==> config.mk <==
export PLATFORM = sky130hd
export DESIGN_NAME = hex_literal_line_parser_core
export DESIGN_NICKNAME = d
export VERILOG_FILES = /design/src/hw/rtl/hlp_pkg.sv /design/src/hw/rtl/hex_literal_line_parser_core.sv
export SDC_FILE = /design/constraint.sdc
export NUM_CORES = 1
export LEC_CHECK = 0
export BUFFER_PORTS_ARGS = -buffer_cell sky130_fd_sc_hd__buf_2
export CORE_MARGIN = 8
export CORE_UTILIZATION = 29
export CTS_CLUSTER_SIZE = 12
export DETAILED_ROUTE_END_ITERATION = 12
export SKIP_CTS_REPAIR_TIMING = 1
export SYNTH_ARGS = -nofsm -noshare
export SYNTH_HDL_FRONTEND = slang
export SYNTH_SLANG_ARGS = --single-unit
==> constraint.sdc <==
create_clock -name clk_i -period 11.5 [get_ports clk_i]
set_input_delay 1.15 -clock clk_i [delete_from_list [all_inputs] [get_ports clk_i]]
set_output_delay 1.15 -clock clk_i [all_outputs]
set_load 0.01 [all_outputs]
==> src/hw/rtl/hlp_pkg.sv <==
package hlp_pkg;

  // most hex digits allowed after the 0x prefix (1..16)
  localparam int unsigned MaxDigits = 16;
  localparam int unsigned CountW    = 5;

  localparam logic [7:0] ChNewline = 8'd10;
  localparam logic [7:0] ChSpace   = 8'd32;
  localparam logic [7:0] ChTab     = 8'd9;
  localparam logic [7:0] ChZero    = 8'h30;
  localparam logic [7:0] ChLowX    = 8'h78;
  localparam logic [7:0] ChUpX     = 8'h58;

  typedef enum logic [2:0] {
    PH_LEAD,
    PH_X,
    PH_FIRST,
    PH_DIGITS,
    PH_TRAIL,
    PH_DISCARD
  } phase_e;

  typedef enum logic [1:0] {
    ST_OK,
    ST_PREFIX,
    ST_LONG,
    ST_TRAIL
  } status_e;

  // decoded character class
  typedef struct packed {
    logic       is_hex;
    logic [3:0] digit;
    logic       is_blank;
    logic       is_nl;
  } char_t;

  function automatic char_t decode_char(logic [7:0] c);
    char_t r;
    r.is_hex   = 1'b0;
    r.digit    = 4'd0;
    r.is_blank = (c == ChSpace) || (c == ChTab);
    r.is_nl    = (c == ChNewline);
    if (c >= 8'h30 && c <= 8'h39) begin
      r.is_hex = 1'b1;
      r.digit  = c[3:0];
    end else if ((c >= 8'h61 && c <= 8'h66) || (c >= 8'h41 && c <= 8'h46)) begin
      r.is_hex = 1'b1;
      r.digit  = 4'(c[2:0] + 3'd1) + 4'd8;
    end
    return r;
  endfunction

endpackage

==> src/hw/rtl/hex_literal_line_parser_core.sv <==
// Hex literal line parser. One ASCII character per beat on ch_i; lines end
// with a newline (10). Leading spaces and tabs are skipped, then the line must
// hold "0x" or "0X" and a nonzero hex digit, then up to MaxDigits hex digits,
// then only blanks up to the newline. At the newline a status_o of 0 beat
// carries the value; any violation gives an error beat at once (1 bad prefix
// or empty line, 2 too many digits, 3 bad trailing character, value zero) and
// the rest of the line up to its newline is dropped. One character is taken
// every cycle while in_stall_o is low: each is parsed in the cycle it is
// accepted, straight into the line state and the result register. A
// one-entry skid register behind the result register keeps input flowing
// while a result waits; in_stall_o is high only while that skid entry holds
// a result, so while results are taken it sustains one character per cycle.
module hex_literal_line_parser_core import hlp_pkg::*; (
  input  logic        clk_i,
  input  logic        rst_ni,
  input  logic        in_valid_i,
  output logic        in_stall_o,
  input  logic [7:0]  ch_i,
  output logic        out_valid_o,
  input  logic        out_stall_i,
  output logic [1:0]  status_o,
  output logic [63:0] value_o
);

  // line state
  phase_e              phase_q, phase_d;
  logic [63:0]         acc_q, acc_d;
  logic [CountW-1:0]   cnt_q, cnt_d;

  // result register and skid entry
  logic                out_valid_q, skid_valid_q;
  status_e             out_status_q, skid_status_q;
  logic [63:0]         out_value_q, skid_value_q;

  logic                in_acc;
  logic                res_vld;
  status_e             res_status;
  logic [63:0]         res_value;
  logic                out_take;
  char_t               chr;

  assign in_stall_o = skid_valid_q;
  assign in_acc     = in_valid_i && !skid_valid_q;
  assign out_take   = out_valid_q && !out_stall_i;
  assign chr        = decode_char(ch_i);

  // one parsing step per accepted character
  always_comb begin
    phase_d    = phase_q;
    acc_d      = acc_q;
    cnt_d      = cnt_q;
    res_vld    = 1'b0;
    res_status = ST_OK;
    res_value  = '0;
    unique case (phase_q)
      PH_LEAD: begin
        if (chr.is_blank) begin
          phase_d = PH_LEAD;
        end else if (ch_i == ChZero) begin
          phase_d = PH_X;
        end else begin
          res_vld    = 1'b1;
          res_status = ST_PREFIX;
        end
      end
      PH_X: begin
        if (ch_i == ChLowX || ch_i == ChUpX) begin
          phase_d = PH_FIRST;
        end else begin
          res_vld    = 1'b1;
          res_status = ST_PREFIX;
        end
      end
      PH_FIRST: begin
        if (chr.is_hex && chr.digit != 4'd0) begin
          acc_d   = {60'd0, chr.digit};
          cnt_d   = CountW'(1);
          phase_d = PH_DIGITS;
        end else begin
          res_vld    = 1'b1;
          res_status = ST_PREFIX;
        end
      end
      PH_DIGITS: begin
        if (chr.is_hex) begin
          if (cnt_q >= CountW'(MaxDigits)) begin
            res_vld    = 1'b1;
            res_status = ST_LONG;
          end else begin
            acc_d = {acc_q[59:0], chr.digit};
            cnt_d = cnt_q + CountW'(1);
          end
        end else if (chr.is_nl) begin
          res_vld   = 1'b1;
          res_value = acc_q;
        end else if (chr.is_blank) begin
          phase_d = PH_TRAIL;
        end else begin
          res_vld    = 1'b1;
          res_status = ST_TRAIL;
        end
      end
      PH_TRAIL: begin
        if (chr.is_nl) begin
          res_vld   = 1'b1;
          res_value = acc_q;
        end else if (!chr.is_blank) begin
          res_vld    = 1'b1;
          res_status = ST_TRAIL;
        end
      end
      default: begin
        // dropping the rest of a failed line
        if (chr.is_nl) begin
          phase_d = PH_LEAD;
        end
      end
    endcase
    // any result closes the line; an error not on a newline drops the rest
    if (res_vld) begin
      acc_d   = '0;
      cnt_d   = '0;
      phase_d = (res_status != ST_OK && !chr.is_nl) ? PH_DISCARD : PH_LEAD;
    end
  end

  always_ff @(posedge clk_i or negedge rst_ni) begin
    if (!rst_ni) begin
      phase_q <= PH_LEAD;
      acc_q   <= '0;
      cnt_q   <= '0;
    end else if (in_acc) begin
      phase_q <= phase_d;
      acc_q   <= acc_d;
      cnt_q   <= cnt_d;
    end
  end

  // result register with skid entry
  always_ff @(posedge clk_i or negedge rst_ni) begin
    if (!rst_ni) begin
      out_valid_q  <= 1'b0;
      skid_valid_q <= 1'b0;
    end else if (skid_valid_q) begin
      if (out_take) begin
        skid_valid_q <= 1'b0;
      end
    end else if (in_acc && res_vld) begin
      if (!out_valid_q || out_take) begin
        out_valid_q <= 1'b1;
      end else begin
        skid_valid_q <= 1'b1;
      end
    end else if (out_take) begin
      out_valid_q <= 1'b0;
    end
  end

  always_ff @(posedge clk_i) begin
    if (skid_valid_q) begin
      if (out_take) begin
        out_status_q <= skid_status_q;
        out_value_q  <= skid_value_q;
      end
    end else if (in_acc && res_vld) begin
      if (!out_valid_q || out_take) begin
        out_status_q <= res_status;
        out_value_q  <= res_value;
      end else begin
        skid_status_q <= res_status;
        skid_value_q  <= res_value;
      end
    end
  end

  assign out_valid_o = out_valid_q;
  assign status_o    = out_status_q;
  assign value_o     = out_value_q;

  // skid entry only fills behind a held result
  assert property (@(posedge clk_i) disable iff (!rst_ni)
    skid_valid_q |-> out_valid_q)
    else $error("skid entry holds a result while the output register is empty");

  // error results carry zero
  assert property (@(posedge clk_i) disable iff (!rst_ni)
    (out_valid_q && out_status_q != ST_OK) |-> (out_value_q == '0))
    else $error("error result with nonzero value");

  // digit count stays within the limit and is nonzero while digits run
  assert property (@(posedge clk_i) disable iff (!rst_ni)
    (phase_q == PH_DIGITS || phase_q == PH_TRAIL) |->
      (cnt_q != '0 && cnt_q <= CountW'(MaxDigits)))
    else $error("digit count out of range");

  // an accepted newline always starts a fresh line
  assert property (@(posedge clk_i) disable iff (!rst_ni)
    (in_acc && ch_i == ChNewline) |=> (phase_q == PH_LEAD && cnt_q == '0))
    else $error("newline did not restart the line");

  // a result-producing beat is never lost
  assert property (@(posedge clk_i) disable iff (!rst_ni)
    (in_acc && res_vld) |=> (out_valid_q || skid_valid_q))
    else $error("result dropped");

endmodule
==> key figures, run 1 <==
Pwr
  • Power Density: 207 mW/mm^2
  • P_leak: 4.11 nW
  • Peak VDD IR: 94.7 uV

Synth
  • Synth Instances: 700
  • Synth cell types: 52
  • Post-Syn Area: 0.00881 sq mm
  • Post-Synth Adder-Cell Area: less than 1%
  • Main combinational cell family by area after synthesis: simple AND/OR/NAND/NOR gates
  • Synth area leader: edfxtp_1
  • Simple-Gate Fraction of Synth Area: 13.4%
  • Yosys synthesis warning count: 0
  • Synth Area in XOR/XNOR: 0%
  • Area contributors post-synth: edfxtp_1 45%, dfrtp_1 21%, mux2_2 8.4%, nand2_1 5.8%, and3_1 4.5%
  • Sequential element share of the synthesized area: 66.0%
  • Area share of the largest cell type after synthesis: 45.0%
  • Async set-reset flop share out of synthesis: 35.9%
  • Post-synth top flop: edfxtp_1
  • Synth Area per Inst: 12.6 sq um
  • Post-synth net total: 719
  • Post-synthesis compound-gate area fraction: under 10%
  • Synthesized flop and latch total: 206
  • Post-synth EDFFs: 132
  • Post-synthesis mux area share: around 8.4%

Hold path
  • Worst hold path class: reg -> reg

Cells and area
  • ANT cells: 0
  • Final net count: 782
  • Final Instance Count excl. Fillers: 1175
  • Area growth syn-to-layout: 16.3%
  • Core Util, Final: 33.9%
  • Layout cells sized above 1: 25.0%

Die
  • Initial core utilization: between 20% and 30%
  • Die area: 0.0362 sq mm
  • # rows: between 60 and 70
  • Die Y: 190 microns
  • Core area: 0.0303 sq mm
  • Die width: ~190 microns
  • Boundary Pins: 80

Drt
  • Via density: ~4.6
  • Vias: 5434
  • Met3 wire length: 905 microns
  • Wl on met1: 8.86 mm
  • Starting DRT DRC Count: 316
  • Top sig layer: met5
  • Drt total wl: 18.6 mm
  • WL per Instance: 15.9 microns
  • DR pass1 iterations: 4
  • Met2 Routed Length: 8.48 mm
  • Drt drc: 0
  • Final ANT Viol Nets: 0

STA
  • Max_slew headroom: 27.2%
  • Final Hold Vio Count: 0
  • Final max-slew violation count: 0
  • Period utilisation layout: 35.4%
  • Fin crit period: between 4000 and 5000 ps
  • RSZ-0062 raised after global routing: false
  • Final setup fails: 0
  • Fin Setup TNS: 0 ps
  • Fin Clk Skew: 9.99 ps
  • Tightest Pin Transition: 1090 ps
  • Fmax: 0.245 GHz

Placed design
  • Detailed Place HPWL: ~11 mm
  • PortBufs: 79
  • Placer Congestion: about 0.8
  • # placed instances: 1135

Clock network
  • H-tree Lvls: 1
  • Worst skew pair latency: 500 ps
  • Root buf cell: clkbuf_16
  • CTS clk-pin slew, worst paths: 60 ps
  • CTS tree: done
  • Max Root-Sink Buffers: 3
  • Clk sink count: between 200 and 250
  • Num CTS Buffers: 22

Setup path
  • Max FO, Critical Path: 50
  • Crit. End Element: register
  • Crit start category: primary input
  • Crit path kind: in -> reg
  • Worst EP arrival: 4190 ps
  • CP Data Required Time: 11620 ps

Job
  • Number of max-cap violations: 0

Global route
  • GRT Residual Overflow: 0
  • GRT Overall Usage: ~10%
  • First-pass GRT wire length: 30.2 mm
  • Number of global-route vias before repair: 5515
  • Largest net degree at the start of global routing: 127
  • Initial antenna violation count: 1

Outcome
  • Outcome: complete, no violations
[where the power goes]
group	leakage (nW)	switching (mW)	internal [mW]
registers	2.28	0.0719	0.938
clock network	0.318	0.274	0.376
logic	1.50	0.309	0.149
total	4.11	0.655	1.46
[registers in the layout, indices dropped and copies added (netlist names)]
| name | flops |
|---|---|
| acc_q | 64 |
| cnt_q | 5 |
| in_stall_o | 1 |
| out_valid_o | 1 |
| phase_q | 3 |
| skid_status_q | 2 |
| skid_value_q | 64 |
| status_o | 2 |
| value_o | 64 |
[path summary, 6_finish.rpt]
check,end,startpoint,depth (start not counted),slack [ps]
worst max-delay path,value_o[25]$_DFFE_PP_,ch_i[1],10,7430
worst min-delay path,acc_q[63]$_DFFE_PN0P_,acc_q[63]$_DFFE_PN0P_,2,480
worst max register to register,value_o[25]$_DFFE_PP_,phase_q[2]$_DFFE_PN0P_,7,8170
worst min register to register,acc_q[63]$_DFFE_PN0P_,acc_q[63]$_DFFE_PN0P_,2,480
max in group asynchronous,in_stall_o$_DFF_PN0_,rst_ni,1,9960
min in group asynchronous,acc_q[30]$_DFFE_PN0P_,rst_ni,1,820
[layer usage]
layer	up-vias	global-route usage, %
met5	-	0
met4	2	3.07
met3	27	2.14
met2	107	15.8
met1	2651	13.7
li1	2647	-
[critical path, cell delays in order]
cell	delay (ps)
buf_2	140
inv_1	90
ha_1	240
nor3b_1	390
nor3b_2	150
o21bai_1	330
a21oi_2	160
o21a_2	320
o21ai_4	510
buf_4	660
[area by class of cell]
cell class,count,area [sq um]
clock inverter,4,22.5
timing repair buffer,86,450
clock buffer,36,634
inverter,11,41.3
sequential,206,5820
tap,396,495
multi-input combinational,436,2790
fill,3029,20000
[synth_stat cells, types with 3 or more instances]
library cell and instances:
nand2_1 136, a31oi_1 3, o21ai_0 63, o31ai_1 5, nand2b_1 3, buf_2 11
clkbuf_2 3, nor2_1 17, buf_4 6, o21ai_1 9, mux2_2 66, clkbuf_1 26
and3_1 64, nand3b_1 3, ha_1 7, inv_1 11, dfrtp_1 74, a21oi_1 10
nor3_1 6, edfxtp_1 132, nand3_1 7
[per-stage QoR]
step	hold slack, ps	worst slack [ps]	cell area (sq um)	total power [mW]
floorplan	442	3780	8810	1.32
finish	484	7430	10300	2.12
global route	502	7190	10300	2.23
detailed placement	473	6920	9590	1.50
global placement	462	7010	9590	1.49
CTS	487	7430	10300	2.16
[placed cells by master (no fill, tap or decap), types with 3 or more instances in the layout]
master and count:
buf_2 78, ha_1 7, clkbuf_16 23, nor3_1 5, o21ai_1 9, and3_1 64
inv_1 11, o21ai_0 62, nand2_1 136, a21oi_1 9, nand3b_1 3, buf_4 8
a31oi_1 3, nand2b_1 3, o31ai_1 4, clkbuf_1 12, nand3_1 7, mux2_2 66
nor2_1 16, dfrtp_1 73, edfxtp_1 132
[cells by family after synthesis]
kind of cell / count (synthesis)
muxes: 66
AOI/OAI and AO/OA: 116
and+or+nand+nor: 247
adders and majority gates: 7
DFF: 206
buffers and inverters: 58
No activity file was read; power rests on OpenSTA's default activity.
==> run 2, diff against run 1 <==
Settings changed: ABC_AREA set to 1.
Clock period 11.5 ns to 4.2 ns, I/O delays scaled along.
==> key figures, run 2 <==
Clock network
  • Root buf cell: clkbuf_16 (unchanged)
  • Worst skew pair latency: 500 ps (about the same)
  • CTS clk-pin slew, worst paths: 60 ps (about the same)
  • CTS tree: done (unchanged)
  • Clk sink count: 206 (unchanged)
  • Max Root-Sink Buffers: 3 (unchanged)
  • H-tree Lvls: 1 (unchanged)
  • Num CTS Buffers: 23 (was 22)

Cells and area
  • Final Instance Count excl. Fillers: 1584 (was 1175)
  • Finished layout cell area: 0.0109 sq mm (was 0.0103 sq mm)
  • Area occupied by multi-input gates: 0.00325 sq mm (was 0.00279 sq mm)
  • Most frequent cells in the layout: 336 x nor2_1, 307 x nand2_1, 132 x edfxtp_1, 85 x nand3_1, 78 x buf_2 (was 136 x nand2_1, 132 x edfxtp_1, 78 x buf_2, 73 x dfrtp_1, 66 x mux2_2)
  • Area growth syn-to-layout: 15.9% (was 16.3%)
  • Leading cell type in the layout, fill and taps excluded: nor2_1 (was nand2_1)
  • Core Util, Final: 33.9% (about the same)
  • Final net count: 1145 (was 782)
  • Fill cells: 3323 (was 3029)
  • ANT cells: 0 (unchanged)
  • Layout cells sized above 1: 12.4% (was 25.0%)
  • Storage cell area: 0.00582 sq mm (about the same)

Pwr
  • Power Density: 653 mW/mm^2 (was 207 mW/mm^2)
  • Net Sw Frac: 38.0% (was 30.9%)
  • Peak VDD IR: 381 uV (was 94.7 uV)
  • Internal: 4.43 mW (was 1.46 mW)
  • Final Power: 7.15 mW (was 2.12 mW)
  • Gate power share: 32.8% (was 21.6%)
  • Clock share of power: 25.9% (was 30.7%)
  • Seq pwr share: 41.3% (was 47.7%)
  • P_leak: 4.58 nW (was 4.11 nW)
  • Net Switching: 2.71 mW (was 0.655 mW)

Synth
  • Synth Instances: 1075 (was 700)
  • Yosys synthesis warning count: 0 (unchanged)
  • Synth area leader: edfxtp_1 (unchanged)
  • Async set-reset flop share out of synthesis: 35.9% (unchanged)
  • Area contributors post-synth: edfxtp_1 42%, dfrtp_1 20%, nor2_1 13%, nand2_1 12%, nand3_1 4.5% (was edfxtp_1 45%, dfrtp_1 21%, mux2_2 8.4%, nand2_1 5.8%, and3_1 4.5%)
  • Post-synth EDFFs: 132 (unchanged)
  • Sequential element share of the synthesized area: 61.6% (was 66.0%)
  • Post-synth top cells: 339 x nor2_1, 307 x nand2_1, 132 x edfxtp_1 (was 136 x nand2_1, 132 x edfxtp_1, 74 x dfrtp_1)
  • Post-Syn Area: 0.00944 sq mm (was 0.00881 sq mm)
  • Synth Area per Inst: 8.78 sq um (was 12.6 sq um)
  • Synth cell types: 31 (was 52)
  • Top-count cell post-synth: nor2_1 (was nand2_1)
  • Post-synth top flop: edfxtp_1 (unchanged)
  • Post-synth net total: 1094 (was 719)
  • Synthesized flop and latch total: 206 (unchanged)
  • Area share of the largest cell type after synthesis: 42.0% (was 45.0%)

Drt
  • Drt drc: 0 (unchanged)
  • Drt total wl: 22.1 mm (was 18.6 mm)
  • Wl on met1: 10.4 mm (was 8.86 mm)
  • Top sig layer: met4 (was met5)
  • Final ANT Viol Nets: 0 (unchanged)
  • DR pass1 iterations: 5 (was 4)
  • Met2 Routed Length: 10.1 mm (was 8.48 mm)
  • Via density: 4.45 (was 4.62)
  • Vias: 7049 (was 5434)
  • Met3 wire length: 1.07 mm (was 905 microns)
  • Starting DRT DRC Count: 543 (was 316)
  • WL per Instance: 13.9 microns (was 15.9 microns)

Setup path
  • Worst EP arrival: 2960 ps (was 4190 ps)
  • Crit. End Element: register (unchanged)
  • Worst r2r src: in_stall_o$_DFF_PN0_ (was phase_q[2]$_DFFE_PN0P_)
  • R2r setup slk: 1400 ps (was 8170 ps)
  • Crit path kind: reg -> reg (was in -> reg)
  • Crit start category: register (was primary input)
  • Max FO, Critical Path: 72 (was 50)
  • CP Data Required Time: 4360 ps (was 11620 ps)
  • Critical R2R Capture: skid_value_q[36]$_DFFE_PP_ (was value_o[25]$_DFFE_PP_)
  • Reg2reg path depth: 5 (was 7)

STA
  • Final worst slack: 1400 ps (was 7430 ps)
  • Max_slew headroom: 16.7% (was 27.2%)
  • Fin crit period: 2800 ps
  • Final max-slew violation count: 0 (unchanged)
  • Fin Clk Skew: 11.9 ps (was 9.99 ps)
  • Tightest Pin Transition: 1250 ps (was 1090 ps)
  • Fin Setup TNS: 0 ps (unchanged)
  • Period utilisation layout: 66.8%
  • RSZ-0062 raised after global routing: false (unchanged)
  • Final Hold Vio Count: 0 (unchanged)
  • WHS: 66.9 ps (was 484 ps)
  • Fmax: 0.357 GHz
  • Final setup fails: 0 (unchanged)

Placed design
  • PortBufs: 79 (unchanged)
  • Detailed Place HPWL: 13.2 mm (was 11.3 mm)
  • Pre-CTS WS: 1190 ps (was 6920 ps)
  • # placed instances: 1543 (was 1135)
  • Placed cell areas: 0.0103 sq mm (was 0.00959 sq mm)
  • Placer Congestion: 0.816 (was 0.783)

Die
  • Die Y: 196 microns (was 190 microns)
  • Die width: 196 microns (was 190 microns)
  • Boundary Pins: 80 (unchanged)
  • Initial core utilization: 29.2% (was 29.1%)
  • # rows: 66 (was 64)
  • Core area: 0.0323 sq mm (was 0.0303 sq mm)
  • Die area: 0.0386 sq mm (was 0.0362 sq mm)

Outcome
  • Outcome: complete, no violations (unchanged)

Global route
  • Largest net degree at the start of global routing: 75 (was 127)
  • GRT Overall Usage: 11.5% (was 10.1%)
  • First-pass GRT wire length: 36.8 mm (was 30.2 mm)
  • GRT Residual Overflow: 0 (unchanged)
  • Number of global-route vias before repair: 6919 (was 5515)
  • Initial antenna violation count: 0 (was 1)

Hold path
  • Worst hold path class: in -> async (was reg -> reg)

Job
  • Number of max-cap violations: 0 (unchanged)
-- run 2: changes by cell type in the layout (fill, tap and decap cells not counted), sizes merged, moves of 5 or more --
cell and delta:
nor2 +326, nand2 +172, nand3 +83, o21ai -69, mux2 -66, and3 -64
inv +20, nand4 +9, a21oi -8, o31ai -6, clkbuf -5
-- run 2: how the worst max path moves through the flow --
stage,depth (start not counted),startpoint,endpoint
6_report,5,in_stall_o$_DFF_PN0_,skid_value_q[36]$_DFFE_PP_
5_1_grt,5,in_stall_o$_DFF_PN0_,skid_value_q[16]$_DFFE_PP_
4_1_cts,5,in_stall_o$_DFF_PN0_,skid_value_q[2]$_DFFE_PP_
3_5_place_dp,12,ch_i[1],value_o[21]$_DFFE_PP_
3_3_place_gp,12,ch_i[1],value_o[22]$_DFFE_PP_
2_1_floorplan,11,ch_i[1],skid_status_q[0]$_DFFE_PP_
-- run 2: final cells by class --
| class | instances | share of cell area [%] |
|---|---|---|
| flip-flops and latches | 206 | 53.2 |
| inverters | 31 | 1.06 |
| well taps | 442 | 5.06 |
| clock buffers | 31 | 5.63 |
| repair buffers | 89 | 4.67 |
| multi-input cells | 775 | 29.8 |
| clock inverters | 10 | 0.652 |
-- run 2: cells by family (layout without fill, tap and decap cells) --
group,count (synthesis),in the layout,share of synthesized area (%)
buffers and inverters,94,161,4.35
AO/OA/AOI/OAI,13,13,0.942
adder cells (fa/ha/maj),7,7,0.928
flip-flops,206,206,61.6
XOR/XNOR,1,1,0.0928
AND/OR/NAND/NOR,754,754,32.1
-- run 2: power groups by stage --
| stage | logic [mW] | clock network [mW] | registers, mW |
|---|---|---|---|
| after global placement | 2.40 | 0 | 3.01 |
| after CTS | 2.41 | 1.91 | 2.97 |
| final | 2.35 | 1.85 | 2.95 |
| after global routing | 2.64 | 1.98 | 3.01 |
| after detailed placement | 2.41 | 0 | 3.00 |
| after floorplan | 1.46 | 0 | 3.11 |
-- run 2: worst max-delay path, cell delays in order (launching register included) --
cell,delay (ps)
dfrtp_2,690
nor2_4,280
buf_4,670
nand2_1,260
nor2_4,160
buf_12,340
-- run 2: metal layers --
layer	up-vias	track usage, %
met5	-	0
met1	3337	15.8
met4	0	3.34
met3	34	2.06
met2	144	18.4
li1	3534	-
==> run 3, diff against run 2 <==
Settings changed: ABC_AREA 1 to 0.
Clock period 4.2 ns to 2.6 ns, I/O delays scaled along.
==> key figures, run 3 (synthesis results as in run 1) <==
Setup path
  • Crit path kind: reg -> reg (unchanged)
  • Max FO, Critical Path: 49 (was 72)
  • Crit. End Element: register (unchanged)
  • Worst EP arrival: 2550 ps (was 2960 ps)
  • Crit start category: register (unchanged)
  • CP Data Required Time: 2760 ps (was 4360 ps)

Drt
  • Drt drc: 0 (unchanged)
  • Final ANT Viol Nets: 0 (unchanged)
  • Vias: 5500 (was 7049)
  • WL per Instance: 15.6 microns (was 13.9 microns)
  • Via density: 4.59 (was 4.45)
  • DR pass1 iterations: 5 (unchanged)
  • Starting DRT DRC Count: 347 (was 543)
  • Drt total wl: 18.7 mm (was 22.1 mm)

Cells and area
  • Final net count: 806 (was 1145)
  • Final Instance Count excl. Fillers: 1198 (was 1584)
  • Most frequent cells in the layout: 136 x nand2_1, 132 x edfxtp_1, 78 x buf_2, 73 x dfrtp_1, 66 x mux2_2 (was 336 x nor2_1, 307 x nand2_1, 132 x edfxtp_1, 85 x nand3_1, 78 x buf_2)
  • Area growth syn-to-layout: 21.4% (was 15.9%)
  • ANT cells: 0 (unchanged)
  • Finished layout cell area: 0.0107 sq mm (was 0.0109 sq mm)
  • Fill cells: 2958 (was 3323)
  • Layout cells sized above 1: 28.1% (was 12.4%)
  • Area occupied by multi-input gates: 0.00284 sq mm (was 0.00325 sq mm)
  • Storage cell area: 0.00582 sq mm (about the same)
  • Leading cell type in the layout, fill and taps excluded: nand2_1 (was nor2_1)

Die
  • Die area: 0.0362 sq mm (was 0.0386 sq mm)
  • Die width: 190 microns (was 196 microns)
  • Core area: 0.0303 sq mm (was 0.0323 sq mm)
  • Initial core utilization: 29.1% (was 29.2%)
  • Die Y: 190 microns (was 196 microns)
  • # rows: 64 (was 66)
  • Boundary Pins: 80 (unchanged)

Outcome
  • Outcome: complete, no violations (unchanged)

Global route
  • First-pass GRT wire length: 31.0 mm (was 36.8 mm)
  • GRT Residual Overflow: 0 (unchanged)
  • Number of global-route vias before repair: 5780 (was 6919)
  • Largest net degree at the start of global routing: 73 (was 75)
  • Initial antenna violation count: 0 (unchanged)
  • GRT Overall Usage: 10.3% (was 11.5%)

Pwr
  • Power Density: 922 mW/mm^2 (was 653 mW/mm^2)
  • P_leak: 4.29 nW (was 4.58 nW)
  • Final Power: 9.86 mW (was 7.15 mW)
  • Peak VDD IR: 328 uV (was 381 uV)

STA
  • Tightest Pin Transition: 595 ps (was 1250 ps)
  • Fin crit period: 2390 ps (was 2800 ps)
  • Final max-slew violation count: 0 (unchanged)
  • Final Hold Vio Count: 0 (unchanged)
  • Period utilisation layout: 92.0% (was 66.8%)
  • Max_slew headroom: 60.2% (was 16.7%)
  • Fmax: 0.418 GHz (was 0.357 GHz)
  • RSZ-0062 raised after global routing: false (unchanged)
  • Final setup fails: 0 (unchanged)
  • WHS: 36.3 ps (was 66.9 ps)
  • Fin Setup TNS: 0 ps (unchanged)
  • Fin Clk Skew: 15.0 ps (was 11.9 ps)

Clock network
  • Clk sink count: 206 (unchanged)
  • CTS clk-pin slew, worst paths: 60 ps (about the same)
  • Num CTS Buffers: 22 (was 23)
  • Max Root-Sink Buffers: 3 (unchanged)
  • Root buf cell: clkbuf_16 (unchanged)
  • H-tree Lvls: 1 (unchanged)
  • CTS tree: done (unchanged)
  • Worst skew pair latency: 490 ps (was 500 ps)

Hold path
  • Worst hold path class: in -> reg (was in -> async)

Placed design
  • Placer Congestion: 0.789 (was 0.816)
  • PortBufs: 79 (unchanged)
  • Detailed Place HPWL: 11.9 mm (was 13.2 mm)
  • Placed cell areas: 0.00999 sq mm (was 0.0103 sq mm)
  • # placed instances: 1158 (was 1543)

Job
  • Number of max-cap violations: 0 (unchanged)
run 3: stage by stage:
stage,setup WS (ps),util [%]
after floorplan,-850,-
after global placement,68.2,33.0
after detailed placement,20.7,33.0
after CTS,208,35.3
after global routing,54.1,35.3
final,207,35.3
run 3: cell type report:
| type | instances | area share (%) |
|---|---|---|
| Sequential cell | 206 | 54.4 |
| Multi-Input combinational cell | 436 | 26.6 |
| Timing Repair Buffer | 110 | 7.33 |
| Clock buffer | 35 | 6.10 |
| Tap cell | 396 | 4.63 |
| Inverter | 11 | 0.527 |
| Clock inverter | 4 | 0.398 |
run 3: final timing paths:
kind                                        startpoint                         end  slack (ps)  cells after the start
min in group asynchronous                       rst_ni       acc_q[27]$_DFFE_PN0P_         310                      2
worst max register to register  phase_q[2]$_DFFE_PN0P_  skid_value_q[27]$_DFFE_PP_         210                      7
max in group asynchronous                       rst_ni       acc_q[62]$_DFFE_PN0P_        1720                      3
worst max-delay path            phase_q[2]$_DFFE_PN0P_  skid_value_q[27]$_DFFE_PP_         210                      7
worst min-delay path                        in_valid_i        in_stall_o$_DFF_PN0_          40                      3
worst min register to register   acc_q[61]$_DFFE_PN0P_       acc_q[61]$_DFFE_PN0P_         490                      2
run 3: worst max-delay path, stage by stage, from the launching register on:
cell,delay (ps)
dfrtp_1,440
inv_1,210
o311ai_0,190
a211oi_2,360
a41oi_2,100
o21a_4,190
nor3_4,240
buf_12,300
run 3: per-layer routing:
metal  track usage [%]  wire length [microns]
met1              14.2                   8830
met2              16.6                   8610
met3              1.99                   1000
met4              2.27                    208
met5                 0                      0
run 3: where the power goes:
part / switching [mW] / leakage, nW / internal [mW]
clock: 1.20 / 0.336 / 1.81
combinational: 1.57 / 1.68 / 0.946
sequential: 0.189 / 2.28 / 4.15
total: 2.96 / 4.29 / 6.90
